==> src/rtl/rgb_spec_text_parser_defines.svh <==
// Assertion macros for the color spec parser.
`ifndef RGB_SPEC_TEXT_PARSER_DEFINES_SVH
`define RGB_SPEC_TEXT_PARSER_DEFINES_SVH

`ifndef SYNTHESIS
`define RGBSP_ASSERT_IMP(lbl, clk, rst_n, ante, cons) \
    lbl: assert property (@(posedge clk) disable iff (!(rst_n)) (ante) |-> (cons)) \
        else $error("rgbsp: implication check failed");
`define RGBSP_ASSERT_NEVER(lbl, clk, rst_n, expr) \
    lbl: assert property (@(posedge clk) disable iff (!(rst_n)) !(expr)) \
        else $error("rgbsp: forbidden condition seen");
`else
`define RGBSP_ASSERT_IMP(lbl, clk, rst_n, ante, cons)
`define RGBSP_ASSERT_NEVER(lbl, clk, rst_n, expr)
`endif

`endif

==> src/rtl/rgbsp_pkg.sv <==
package rgbsp_pkg;

    localparam logic [7:0] CH_END   = 8'h00;
    localparam logic [7:0] CH_TAB   = 8'h09;
    localparam logic [7:0] CH_CR    = 8'h0D;
    localparam logic [7:0] CH_SPACE = 8'h20;
    localparam logic [7:0] CH_HASH  = 8'h23;
    localparam logic [7:0] CH_PLUS  = 8'h2B;
    localparam logic [7:0] CH_MINUS = 8'h2D;
    localparam logic [7:0] CH_ZERO  = 8'h30;
    localparam logic [7:0] CH_ONE   = 8'h31;
    localparam logic [7:0] CH_SEVEN = 8'h37;
    localparam logic [7:0] CH_NINE  = 8'h39;
    localparam logic [7:0] CH_UP_A  = 8'h41;
    localparam logic [7:0] CH_UP_F  = 8'h46;
    localparam logic [7:0] CH_UP_X  = 8'h58;
    localparam logic [7:0] CH_LO_A  = 8'h61;
    localparam logic [7:0] CH_LO_F  = 8'h66;
    localparam logic [7:0] CH_LO_X  = 8'h78;

    localparam logic [11:0] COLOUR_MAX = 12'd255;
    localparam logic [4:0]  HEX_NONE   = 5'd16;

    typedef enum logic [3:0] {
        PH_LEAD      = 4'd0,
        PH_SIGN      = 4'd1,
        PH_ZERO      = 4'd2,
        PH_ZEROX     = 4'd3,
        PH_DIGITS    = 4'd4,
        PH_SEP       = 4'd5,
        PH_HASH_C1   = 4'd6,
        PH_HASH_DIG  = 4'd7,
        PH_HASH_WAIT = 4'd8,
        PH_HASH_DEAD = 4'd9,
        PH_IDLE      = 4'd10
    } t_phase;

    typedef enum logic [1:0] {
        RADIX_DEC = 2'd0,
        RADIX_OCT = 2'd1,
        RADIX_HEX = 2'd2
    } t_radix;

    typedef enum logic [1:0] {
        V_UNDECIDED = 2'd0,
        V_OK        = 2'd1,
        V_FAIL      = 2'd2
    } t_verdict;

    typedef struct packed {
        logic       ok;
        logic [7:0] red;
        logic [7:0] green;
        logic [7:0] blue;
    } t_result;

    function automatic logic is_ws(input logic [7:0] c);
        return (c == CH_SPACE) || ((c >= CH_TAB) && (c <= CH_CR));
    endfunction

    // digit value, or HEX_NONE when c is no hex digit
    function automatic logic [4:0] hex_val(input logic [7:0] c);
        logic [7:0] t;
        t = 8'd0;
        if ((c >= CH_ZERO) && (c <= CH_NINE)) begin
            t = c - CH_ZERO;
            return t[4:0];
        end
        if ((c >= CH_LO_A) && (c <= CH_LO_F)) begin
            t = c - CH_LO_A + 8'd10;
            return t[4:0];
        end
        if ((c >= CH_UP_A) && (c <= CH_UP_F)) begin
            t = c - CH_UP_A + 8'd10;
            return t[4:0];
        end
        return HEX_NONE;
    endfunction

endpackage

==> src/rtl/rgbsp_in_if.sv <==
interface rgbsp_in_if;
    logic       valid;
    logic       ready;
    logic [7:0] ch;

    modport source (output valid, output ch, input ready);
    modport sink (input valid, input ch, output ready);
endinterface

==> src/rtl/rgbsp_out_if.sv <==
interface rgbsp_out_if;
    logic       valid;
    logic       ready;
    logic       ok;
    logic [7:0] red;
    logic [7:0] green;
    logic [7:0] blue;

    modport source (output valid, output ok, output red, output green, output blue,
                    input ready);
    modport sink (input valid, input ok, input red, input green, input blue,
                  output ready);
endinterface

==> src/rtl/rgbsp_core.sv <==
module rgbsp_core (
    input  logic                i_clk,
    input  logic                i_rst_n,
    input  logic                i_step,
    input  logic [7:0]          i_ch,
    output rgbsp_pkg::t_result  o_result
);

    rgbsp_pkg::t_phase   r_phase,   n_phase;
    rgbsp_pkg::t_radix   r_radix,   n_radix;
    rgbsp_pkg::t_verdict r_verdict, n_verdict;
    rgbsp_pkg::t_verdict w_final;
    logic [1:0]  r_comp,  n_comp;
    logic [1:0]  r_grp,   n_grp;
    logic [7:0]  r_acc,   n_acc;
    logic        r_neg,   n_neg;
    logic [7:0]  r_red,   n_red;
    logic [7:0]  r_green, n_green;
    logic [7:0]  r_blue,  n_blue;

    logic [4:0]  w_h;
    logic        w_hv;
    logic [7:0]  w_dig;
    logic        w_dig_ok;
    logic [11:0] w_prod;
    logic        w_begin, w_end, w_sep, w_close;
    logic [7:0]  w_close_val;
    logic [7:0]  w_tmp;

    assign w_h  = rgbsp_pkg::hex_val(i_ch);
    assign w_hv = !w_h[4];

    always_comb begin
        n_phase     = r_phase;
        n_radix     = r_radix;
        n_verdict   = r_verdict;
        n_comp      = r_comp;
        n_grp       = r_grp;
        n_acc       = r_acc;
        n_neg       = r_neg;
        n_red       = r_red;
        n_green     = r_green;
        n_blue      = r_blue;
        w_begin     = 1'b0;
        w_end       = 1'b0;
        w_sep       = 1'b0;
        w_close     = 1'b0;
        w_close_val = 8'd0;
        w_dig       = 8'd0;
        w_dig_ok    = 1'b0;
        w_prod      = 12'd0;
        w_tmp       = i_ch - rgbsp_pkg::CH_ZERO;

        case (r_phase)
            rgbsp_pkg::PH_LEAD: begin
                if (rgbsp_pkg::is_ws(i_ch)) begin
                    n_phase = r_phase;
                end else if (i_ch == rgbsp_pkg::CH_HASH) begin
                    n_grp   = 2'd0;
                    n_phase = rgbsp_pkg::PH_HASH_C1;
                end else if ((i_ch == rgbsp_pkg::CH_PLUS) || (i_ch == rgbsp_pkg::CH_MINUS)) begin
                    n_neg   = (i_ch == rgbsp_pkg::CH_MINUS);
                    n_phase = rgbsp_pkg::PH_SIGN;
                end else begin
                    w_begin = 1'b1;
                end
            end
            rgbsp_pkg::PH_SIGN: begin
                w_begin = 1'b1;
            end
            rgbsp_pkg::PH_ZERO: begin
                if ((i_ch == rgbsp_pkg::CH_LO_X) || (i_ch == rgbsp_pkg::CH_UP_X)) begin
                    n_phase = rgbsp_pkg::PH_ZEROX;
                end else if ((i_ch >= rgbsp_pkg::CH_ZERO) && (i_ch <= rgbsp_pkg::CH_SEVEN)) begin
                    n_radix = rgbsp_pkg::RADIX_OCT;
                    n_acc   = w_tmp;
                    n_phase = rgbsp_pkg::PH_DIGITS;
                end else begin
                    w_end = 1'b1;
                end
            end
            rgbsp_pkg::PH_ZEROX: begin
                if (w_hv) begin
                    n_radix = rgbsp_pkg::RADIX_HEX;
                    n_acc   = {4'd0, w_h[3:0]};
                    n_phase = rgbsp_pkg::PH_DIGITS;
                end else begin
                    w_end = 1'b1;
                end
            end
            rgbsp_pkg::PH_DIGITS: begin
                case (r_radix)
                    rgbsp_pkg::RADIX_HEX: begin
                        w_dig_ok = w_hv;
                        w_dig    = {4'd0, w_h[3:0]};
                        w_prod   = {r_acc, 4'd0} + {4'd0, w_dig};
                    end
                    rgbsp_pkg::RADIX_OCT: begin
                        w_dig_ok = (i_ch >= rgbsp_pkg::CH_ZERO) && (i_ch <= rgbsp_pkg::CH_SEVEN);
                        w_dig    = w_tmp;
                        w_prod   = {1'b0, r_acc, 3'd0} + {4'd0, w_dig};
                    end
                    default: begin
                        w_dig_ok = (i_ch >= rgbsp_pkg::CH_ZERO) && (i_ch <= rgbsp_pkg::CH_NINE);
                        w_dig    = w_tmp;
                        w_prod   = {1'b0, r_acc, 3'd0} + {3'd0, r_acc, 1'b0}
                                 + {4'd0, w_dig};
                    end
                endcase
                if (w_dig_ok) begin
                    if (w_prod > rgbsp_pkg::COLOUR_MAX) begin
                        n_verdict = rgbsp_pkg::V_FAIL;
                        n_phase   = rgbsp_pkg::PH_IDLE;
                    end else begin
                        n_acc = w_prod[7:0];
                    end
                end else begin
                    w_end = 1'b1;
                end
            end
            rgbsp_pkg::PH_SEP: begin
                w_sep = 1'b1;
            end
            rgbsp_pkg::PH_HASH_C1: begin
                n_acc = 8'd0;
                if (rgbsp_pkg::is_ws(i_ch) || (i_ch == rgbsp_pkg::CH_PLUS)) begin
                    n_phase = rgbsp_pkg::PH_HASH_WAIT;
                end else if (i_ch == rgbsp_pkg::CH_MINUS) begin
                    n_neg   = 1'b1;
                    n_phase = rgbsp_pkg::PH_HASH_WAIT;
                end else if (w_hv) begin
                    n_acc   = {4'd0, w_h[3:0]};
                    n_phase = rgbsp_pkg::PH_HASH_DIG;
                end else begin
                    n_phase = rgbsp_pkg::PH_HASH_DEAD;
                end
            end
            rgbsp_pkg::PH_HASH_DIG: begin
                w_close     = 1'b1;
                w_close_val = w_hv ? {r_acc[3:0], w_h[3:0]} : r_acc;
            end
            rgbsp_pkg::PH_HASH_WAIT: begin
                w_close     = 1'b1;
                w_close_val = w_hv ? {4'd0, w_h[3:0]} : 8'd0;
            end
            rgbsp_pkg::PH_HASH_DEAD: begin
                w_close     = 1'b1;
                w_close_val = 8'd0;
            end
            default: begin
                n_phase = r_phase;
            end
        endcase

        if (w_end) begin
            if (r_neg && (r_acc != 8'd0)) begin
                n_verdict = rgbsp_pkg::V_FAIL;
                n_phase   = rgbsp_pkg::PH_IDLE;
            end else begin
                case (r_comp)
                    2'd0:    n_red   = r_acc;
                    2'd1:    n_green = r_acc;
                    2'd2:    n_blue  = r_acc;
                    default: n_blue  = r_blue;
                endcase
                if (r_comp >= 2'd2) begin
                    n_verdict = rgbsp_pkg::V_OK;
                    n_phase   = rgbsp_pkg::PH_IDLE;
                end else begin
                    n_comp = r_comp + 2'd1;
                    n_neg  = 1'b0;
                    n_acc  = 8'd0;
                    w_sep  = 1'b1;
                end
            end
        end

        if (w_sep) begin
            if (i_ch == rgbsp_pkg::CH_END) begin
                n_verdict = rgbsp_pkg::V_FAIL;
                n_phase   = rgbsp_pkg::PH_IDLE;
            end else if (w_hv) begin
                w_begin = 1'b1;
            end else begin
                n_phase = rgbsp_pkg::PH_SEP;
            end
        end

        if (w_begin) begin
            if (i_ch == rgbsp_pkg::CH_ZERO) begin
                n_acc   = 8'd0;
                n_phase = rgbsp_pkg::PH_ZERO;
            end else if ((i_ch >= rgbsp_pkg::CH_ONE) && (i_ch <= rgbsp_pkg::CH_NINE)) begin
                n_radix = rgbsp_pkg::RADIX_DEC;
                n_acc   = w_tmp;
                n_phase = rgbsp_pkg::PH_DIGITS;
            end else begin
                n_verdict = rgbsp_pkg::V_FAIL;
                n_phase   = rgbsp_pkg::PH_IDLE;
            end
        end

        if (w_close) begin
            if (r_neg && (w_close_val != 8'd0)) begin
                n_verdict = rgbsp_pkg::V_FAIL;
                n_phase   = rgbsp_pkg::PH_IDLE;
            end else begin
                case (r_grp)
                    2'd0:    n_red   = w_close_val;
                    2'd1:    n_green = w_close_val;
                    2'd2:    n_blue  = w_close_val;
                    default: n_blue  = r_blue;
                endcase
                n_grp = r_grp + 2'd1;
                n_neg = 1'b0;
                n_acc = 8'd0;
                if (r_grp >= 2'd2) begin
                    n_verdict = rgbsp_pkg::V_OK;
                    n_phase   = rgbsp_pkg::PH_IDLE;
                end else begin
                    n_phase = rgbsp_pkg::PH_HASH_C1;
                end
            end
        end
    end

    always_comb begin
        w_final = n_verdict;
        if (n_verdict == rgbsp_pkg::V_UNDECIDED) begin
            w_final = ((n_phase >= rgbsp_pkg::PH_HASH_C1) && (n_phase <= rgbsp_pkg::PH_HASH_DEAD))
                    ? rgbsp_pkg::V_OK : rgbsp_pkg::V_FAIL;
        end
        o_result.ok    = (w_final == rgbsp_pkg::V_OK);
        o_result.red   = o_result.ok ? n_red   : 8'd0;
        o_result.green = o_result.ok ? n_green : 8'd0;
        o_result.blue  = o_result.ok ? n_blue  : 8'd0;
    end

    always_ff @(posedge i_clk) begin
        if (!i_rst_n || (i_step && (i_ch == rgbsp_pkg::CH_END))) begin
            r_phase   <= rgbsp_pkg::PH_LEAD;
            r_radix   <= rgbsp_pkg::RADIX_DEC;
            r_verdict <= rgbsp_pkg::V_UNDECIDED;
            r_comp    <= 2'd0;
            r_grp     <= 2'd0;
            r_acc     <= 8'd0;
            r_neg     <= 1'b0;
            r_red     <= 8'd0;
            r_green   <= 8'd0;
            r_blue    <= 8'd0;
        end else if (i_step) begin
            r_phase   <= n_phase;
            r_radix   <= n_radix;
            r_verdict <= n_verdict;
            r_comp    <= n_comp;
            r_grp     <= n_grp;
            r_acc     <= n_acc;
            r_neg     <= n_neg;
            r_red     <= n_red;
            r_green   <= n_green;
            r_blue    <= n_blue;
        end
    end

endmodule

==> src/rtl/rgb_spec_text_parser.sv <==
// Color spec parser: takes one character word per cycle on i_in and, for each
// zero word that ends a specification, gives one result word (ok, red, green,
// blue) on o_out. Each character is held in an input register, goes through a
// state update, and a result is loaded into an output register. When a zero
// word advances out of the input register, its result is loaded into the
// output register and o_out.valid rises. Throughput is one word per cycle;
// input stalls only when a zero word meets an output register still holding a
// result that has not been taken.
`include "rgb_spec_text_parser_defines.svh"

module rgb_spec_text_parser (
    input  logic           i_clk,
    input  logic           i_rst_n,
    rgbsp_in_if.sink       i_in,
    rgbsp_out_if.source    o_out
);

    logic               r_in_valid;
    logic [7:0]         r_ch;
    logic               r_out_valid;
    rgbsp_pkg::t_result r_out;
    rgbsp_pkg::t_result w_result;
    logic               w_is_end;
    logic               w_advance;
    logic               w_in_take;
    logic               w_load;

    assign w_is_end  = (r_ch == rgbsp_pkg::CH_END);
    assign w_advance = r_in_valid && (!w_is_end || !r_out_valid || o_out.ready);
    assign w_in_take = i_in.valid && i_in.ready;
    assign w_load    = w_advance && w_is_end;

    assign i_in.ready  = !r_in_valid || w_advance;
    assign o_out.valid = r_out_valid;
    assign o_out.ok    = r_out.ok;
    assign o_out.red   = r_out.red;
    assign o_out.green = r_out.green;
    assign o_out.blue  = r_out.blue;

    rgbsp_core u_core (
        .i_clk    (i_clk),
        .i_rst_n  (i_rst_n),
        .i_step   (w_advance),
        .i_ch     (r_ch),
        .o_result (w_result)
    );

    always_ff @(posedge i_clk) begin
        if (!i_rst_n) begin
            r_in_valid  <= 1'b0;
            r_out_valid <= 1'b0;
        end else begin
            if (i_in.ready) begin
                r_in_valid <= i_in.valid;
            end
            if (w_load) begin
                r_out_valid <= 1'b1;
            end else if (o_out.ready) begin
                r_out_valid <= 1'b0;
            end
        end
        if (w_in_take) begin
            r_ch <= i_in.ch;
        end
        if (w_load) begin
            r_out <= w_result;
        end
    end

    `RGBSP_ASSERT_IMP(a_result_from_end, i_clk, i_rst_n, $rose(r_out_valid), $past(w_load))
    `RGBSP_ASSERT_IMP(a_fail_zero_colors, i_clk, i_rst_n, r_out_valid && !r_out.ok, r_out[23:0] == 24'd0)
    `RGBSP_ASSERT_NEVER(a_no_result_overwrite, i_clk, i_rst_n, r_out_valid && !o_out.ready && w_load)
    `RGBSP_ASSERT_NEVER(a_no_input_overwrite, i_clk, i_rst_n, r_in_valid && !w_advance && w_in_take)

endmodule

==> src/flat_wrapper.sv <==
// flat-port wrapper written by rule: the top's interface ports become plain ports
module rgb_spec_text_parser_flat 
  (i_clk, i_rst_n, i_in_valid, i_in_ch, i_in_ready, o_out_valid, o_out_ok, o_out_red, o_out_green, o_out_blue, o_out_ready);
  rgbsp_in_if i_in_i ();
  rgbsp_out_if o_out_i ();
  input  logic i_clk;
  input  logic i_rst_n;
  input wire logic [$bits(i_in_i.valid)-1:0] i_in_valid;
  input wire logic [$bits(i_in_i.ch)-1:0] i_in_ch;
  output wire logic [$bits(i_in_i.ready)-1:0] i_in_ready;
  output wire logic [$bits(o_out_i.valid)-1:0] o_out_valid;
  output wire logic [$bits(o_out_i.ok)-1:0] o_out_ok;
  output wire logic [$bits(o_out_i.red)-1:0] o_out_red;
  output wire logic [$bits(o_out_i.green)-1:0] o_out_green;
  output wire logic [$bits(o_out_i.blue)-1:0] o_out_blue;
  input wire logic [$bits(o_out_i.ready)-1:0] o_out_ready;
  assign i_in_i.valid = i_in_valid;
  assign i_in_i.ch = i_in_ch;
  assign i_in_ready = i_in_i.ready;
  assign o_out_valid = o_out_i.valid;
  assign o_out_ok = o_out_i.ok;
  assign o_out_red = o_out_i.red;
  assign o_out_green = o_out_i.green;
  assign o_out_blue = o_out_i.blue;
  assign o_out_i.ready = o_out_ready;
  rgb_spec_text_parser u_core (.i_clk(i_clk), .i_rst_n(i_rst_n), .i_in(i_in_i), .o_out(o_out_i));
endmodule
==> config.mk <==
export PLATFORM = sky130hd
export DESIGN_NAME = rgb_spec_text_parser_flat
export DESIGN_NICKNAME = d
export VERILOG_FILES = /design/src/rtl/rgbsp_pkg.sv /design/src/rtl/rgbsp_in_if.sv /design/src/rtl/rgbsp_out_if.sv /design/src/rtl/rgbsp_core.sv /design/src/rtl/rgb_spec_text_parser.sv /design/src/flat_wrapper.sv
export VERILOG_INCLUDE_DIRS = /design/src /design/src/rtl
export SDC_FILE = /design/constraint.sdc
export NUM_CORES = 1
export LEC_CHECK = 0
export BUFFER_PORTS_ARGS = -buffer_cell sky130_fd_sc_hd__buf_4
export CORE_MARGIN = 4
export CORE_UTILIZATION = 50
export DETAILED_ROUTE_END_ITERATION = 10
export PLACE_DENSITY = 0.72
export SYNTH_ARGS = -nofsm -noshare
export SYNTH_HDL_FRONTEND = slang
export SYNTH_SLANG_ARGS = --single-unit
==> constraint.sdc <==
create_clock -name i_clk -period 13.86 [get_ports i_clk]
set_clock_uncertainty 0.15 [all_clocks]
set_input_delay 0.693 -clock i_clk [delete_from_list [all_inputs] [get_ports i_clk]]
set_output_delay 0.693 -clock i_clk [all_outputs]
set_load 0.03 [all_outputs]
After elaboration in Yosys (flattened, before gate mapping)
Cells that the tools add are included.
- bits in writable memories: 0
- output and inout port bits: 27
- memory bits (read-only): 0
- register bits after elaboration: 80
- logic and storage cells: 239
- bits in latches: 0
- bits of input ports: 12
- memories kept: 0
- magnitude comparators: 15
- $mul: 0
- bitwise logic cells: 2
- reduce and logical (&&, ||, !) cells: 36
- muxes and demuxes: 135
- divide/modulo/power cells: 0
- add/subtract/negate cells: 11
- eq/ne operators: 23
- shift operators: 0
- operators by type and width (kind ; number):
    $mux 8 ; 31
    $mux 4 ; 26
    $mux 2 ; 27
    $eq 8x6->1 const B ; 5
    $mux 1 ; 34
    $pmux 8 s2 ; 2
    $pmux 8 s4 ; 1
    $mux 5 ; 6
    $pmux 12 s2 ; 1
    $pmux 4 s5 ; 1
    $eq 4x3->1 const B ; 4
    $eq 8x7->1 const B ; 2
    $ge 8x6->1 const B ; 2
    $ge 8x7->1 const B ; 2
    $le 8x6->1 const B ; 2
    $le 8x7->1 const B ; 2
    $reduce_bool 8->1 ; 2
    $add 11x8->12 ; 1
    $add 11x9->12 ; 1
    $add 12x4->12 ; 1
    $add 12x8->12 ; 1
    $gt 12x8->1 const B ; 1
    $logic_and 1x1->1 ; 12
    $mux 12 ; 1
    other kinds (27) ; 54

Longest topological paths before layout
- word-level depth: 30
- gate-level depth with buffers: 18
- depth with buffers taken out: 15

Modules after synthesis
Synthesis repeated with hierarchy kept, for this count alone.
- cell total of the unflattened synthesis: 811
- area, all modules: 6688.9 µm²
- modules (own cells, without submodules) (module ; times used ; area an instance (µm²) ; sequential area each (µm²) ; cells each):
    rgbsp_core ; 1 ; 5555.3 ; 900.9 ; 763
    rgb_spec_text_parser ; 1 ; 1133.6 ; 1031.0 ; 48

Worst setup path after synthesis
OpenSTA, ideal clock, no wires.
- path type: reg-to-reg
- start point: register u_core.r_ch[4]
- end point: register u_core.r_out, in the netlist u_core.o_out.red[3] (data pin)
- buffers on the path: 3
- data arrival time: 4.230 ns
- stages on the path, launching flop included: 18
- setup slack: 9.199 ns
- data required time: 13.429 ns
- setup time: 0.281 ns
- cells stage by stage: edfxtp_1 clkbuf_1 inv_1 ha_1 fa_1 ha_1 o211ai_1 o21ai_0 a311o_1 mux2i_1 o21a_1 and3_1 buf_2 o21ai_0 a2111o_1 o211ai_4 buf_6 a211oi_2
- word-level cells in the longest chain between the ends: 29
- elaborated cells between the ends (all ways): 120
- classes of those cells: add/sub (8); order compare (13); eq/ne (8); mux (75); reduce/logical (16)
- ends and longest elaborated chain (element ; line ; RTL):
    from (decl) ; rgb_spec_text_parser.sv:19 ; logic [7:0] r_ch;
    from (signal assigned) ; rgb_spec_text_parser.sv:63 ; r_ch <= i_in.ch;
    branches (longest 29 deep; another with $add 12x4->12) ; -- ;
    to (signal assigned) ; rgb_spec_text_parser.sv:66 ; r_out <= w_result;
    to (decl) ; rgb_spec_text_parser.sv:21 ; rgbsp_pkg::t_result r_out;
Parallel ways; which one is timed is not known. The select of a mux whose other input is x is not followed.
A chain may end at the register's enable or synchronous reset.

Final worst setup path
- start point: register u_core.r_ch[4]
- end point: register u_core.r_out, in the netlist u_core.o_out.blue[2] (data pin)
Same word-level chain as after synthesis.

==> results.ini <==
[run_status]
outcome=finished, final reports clean

[final_layout]
diodes=0
final_area_sq_um=7570
final_cells=1048
syn_to_final_growth_pct=8.87
post_route_cells_drive_above_1_share_pct=12.7
ff_latch_area_sq_um=1930
multi_input_area_sq_um=4640
num-fill-cells=1237
fin_nets=920

[power]
power.density_nw_per_um2=92.1
leakage_nw=2.63
finalPower_w=0.000697
irDropWorstVdd_uv=56.4

[critical_path]
path_depth=15
reg2reg_depth=15
startpoint=u_core.r_ch[4]
cp_max_fo=25
critical_path.cell_chain=ha_1 -> xor2_1 -> fa_1 -> inv_1 -> ha_1 -> o211ai_1 -> o21ai_0 -> a311o_1 -> mux2i_1 -> o21a_1 -> a311oi_1 -> o32ai_1 -> or3_1 -> o211ai_4 -> nor3_1
reg2reg_slack_ps=8120
cpPeakStageDelay_ps=840
slowest_stage=o211ai_4
r2r-start=u_core.r_ch[4]
worst_ep_arrival_time_ps=5650
required_ps=13760
r2r_end=u_core.o_out.blue[2]
path_class=register to register
worstSetupStartpointType=register
crit_family=compound AO/OA/AOI/OAI gates
crit_end=u_core.o_out.blue[2]
cp_common_cell=ha_1
crit_path_end_kind=register
path_buf_inv=1

[yosys]
ys_warn_count=0
synth_flop_cell=dfxtp_1
syn-num-nets=922
synth_cell_types=90
synthTopCellsByArea=edfxtp_1 (14%), dfxtp_1 (14%), ha_1 (6.1%)
synth-async-reset-ratio_pct=0
netlist_instances=869
syn_area_per_cell_sq_um=8.00
ys_seq_area_share_pct=27.8
synth_edf_count=33
synth_top_cell_area_share_pct=14.3
ys_seq_elements=80
yosys.area.top_type=edfxtp_1
synth_area_sq_um=6950

[floorplanning]
die_w_um=126
fp-row-count=42
die_h_um=126
die_area_sq_um=15900
start_util_pct=51.7
core_area_sq_um=13500
io_pins=39

[drt]
wire_per_inst_um=21.1
drc_errors=0
drtPass1Iterations=6
vias=7173
ant_nets=0
wirelength_um=22100
viasPerCell=6.84
drt-initial-drc-count=1246

[sta]
final-max-slew-violation-count=0
hold_viol_final=0
setup_viol=0
relSlewSlack_pct=27.9
period_minus_slack_ps=5740
fmax_ghz=0.174
tns_ps=0
fin_crit_sh_pct=41.4
tightest_slew_ps=1080
rsz0062_at_grt=no

[placement]
io_buffers=38
dp.cells=1032
dpl_cell_area_sq_um=7250
dp_hpwl_um=15700
routabilityCongestion=0.961

[clock_network]
cts_num_sinks=80
cts.repair.resized=0
cts.path.max_buffers=2
cts.htree.levels=3
cts_setup_buffers=0
cts_tree=done
cts_inserted_buffers=9
root_buffer=clkbuf_16
clock_latency_ps=350
clk_pin_slew_ps=70
hold_buffers=0

[global_route]
grt_max_degree=39
track_usage_pct=27.1
grt_overflow=0
grt_pass1_vias=6485
antenna_found_initial=0
grt_pass1_wl_um=35000

[run]
maxCapViolCount=0

[worst_hold_path]
worstHoldPathType=register to register

[state kept, by name, summed over array words and instances, names as in the netlist]
| register | count |
|---|---|
| u_core.o_out.blue | 8 |
| u_core.o_out.green | 8 |
| u_core.o_out.ok | 1 |
| u_core.o_out.red | 8 |
| u_core.o_out.valid | 1 |
| u_core.r_ch | 8 |
| u_core.r_in_valid | 1 |
| u_core.u_core.r_acc | 8 |
| u_core.u_core.r_blue | 8 |
| u_core.u_core.r_comp | 2 |
| u_core.u_core.r_green | 8 |
| u_core.u_core.r_grp | 2 |
| u_core.u_core.r_neg | 1 |
| u_core.u_core.r_phase | 4 |
| u_core.u_core.r_radix | 2 |
| u_core.u_core.r_red | 8 |
| u_core.u_core.r_verdict | 2 |
[Yosys cell counts, types with 4 or more instances]
| cell type | count |
|---|---|
| clkbuf_1 | 41 |
| a21oi_2 | 4 |
| a32o_1 | 4 |
| ha_1 | 34 |
| inv_1 | 35 |
| nor2b_1 | 11 |
| nand3_1 | 30 |
| nor2_1 | 95 |
| mux2i_1 | 11 |
| or3_1 | 4 |
| o21ai_1 | 5 |
| and3_1 | 8 |
| a21o_1 | 13 |
| a211oi_2 | 18 |
| xnor2_1 | 6 |
| nand2_1 | 73 |
| a32oi_1 | 5 |
| a211oi_1 | 32 |
| o21ai_0 | 70 |
| nor3_2 | 5 |
| fa_1 | 7 |
| nand2b_1 | 5 |
| o31ai_1 | 7 |
| a221oi_1 | 8 |
| o22ai_1 | 18 |
| o21a_1 | 10 |
| dfxtp_1 | 47 |
| nor4_1 | 7 |
| o211ai_1 | 8 |
| a31oi_1 | 22 |
| buf_2 | 8 |
| and2_1 | 10 |
| a21oi_1 | 61 |
| nand4_1 | 6 |
| edfxtp_1 | 33 |
| xor2_1 | 5 |
| nor3_1 | 19 |
[layer usage]
metal | vias to the layer above | routed length (um) | GRT usage (%)
met5 | - | 0 | 0
met4 | 0 | 708 | 8.14
met3 | 73 | 2400 | 5.38
met2 | 484 | 9580 | 41.3
met1 | 3327 | 9440 | 39.1
li1 | 3289 | - | -
[worst min-delay path by stage]
stage,cells after the start,end,slack [ps],startpoint
2_1_floorplan,1,u_core.u_core.r_blue[5],310,u_core.u_core.r_blue[5]
3_3_place_gp,1,u_core.u_core.r_blue[5],320,u_core.u_core.r_blue[5]
3_5_place_dp,1,u_core.u_core.r_blue[7],330,u_core.u_core.r_blue[7]
4_1_cts,1,u_core.u_core.r_blue[7],340,u_core.u_core.r_blue[7]
5_1_grt,1,u_core.u_core.r_blue[4],360,u_core.u_core.r_blue[4]
6_report,2,u_core.u_core.r_red[4],350,u_core.u_core.r_red[4]
[cell families after synthesis]
| family | count (synthesis) | synth area share (%) |
|---|---|---|
| DFF | 80 | 27.8 |
| and+or+nand+nor | 297 | 20.9 |
| adders and majority gates | 41 | 8.13 |
| muxes | 12 | 1.75 |
| AOI/OAI and AO/OA | 335 | 34.5 |
| buffers and inverters | 93 | 5.54 |
| xor gates and xnor gates | 11 | 1.39 |
[per-stage QoR]
stage | worst slack (ps) | utilization (%) | hold WS (ps)
after floorplan | 9200 | - | 308
after global placement | 8410 | 53.9 | 323
after detailed placement | 8250 | 53.9 | 327
after CTS | 8240 | 56.3 | 343
after global routing | 7790 | 56.3 | 359
final | 8120 | 56.3 | 347
[placed cells by master, fill, tap and decap left out, types with 9 or more instances in the layout]
| cell type | instances |
|---|---|
| ha_1 | 34 |
| and2_1 | 10 |
| nand3_1 | 30 |
| a211oi_1 | 32 |
| clkbuf_16 | 9 |
| a21o_1 | 13 |
| buf_4 | 43 |
| inv_1 | 35 |
| a211oi_2 | 18 |
| nor3_1 | 19 |
| nor2b_1 | 10 |
| o21a_1 | 10 |
| nand2_1 | 73 |
| edfxtp_1 | 33 |
| a21oi_1 | 61 |
| dfxtp_1 | 47 |
| o21ai_0 | 69 |
| nor2_1 | 94 |
| mux2i_1 | 11 |
| o22ai_1 | 18 |
| a31oi_1 | 22 |
[report_power, final]
part           internal [W]  leakage [nW]  switching, W  total [W]
Clock              0.000143         0.153      0.000112   0.000256
Sequential         0.000251         0.666     0.0000155   0.000267
Combinational     0.0000614          1.81      0.000113   0.000175
Total              0.000456          2.63      0.000241   0.000697
[worst min-delay path: cells and delay by family (launching register included)]
family	cells	cell delay, ps
DFF	1	310
and+or+nand+nor	1	90
AOI/OAI and AO/OA	1	40
[layout make-up]
class / instances / area share (%)
multi-input combinational: 696 / 61.3
sequential: 80 / 25.5
timing repair buffer: 43 / 4.26
clock buffer: 9 / 2.98
tap: 176 / 2.91
inverter: 37 / 1.83
clock inverter: 7 / 1.19
Power figures use the tool's default switching activity.
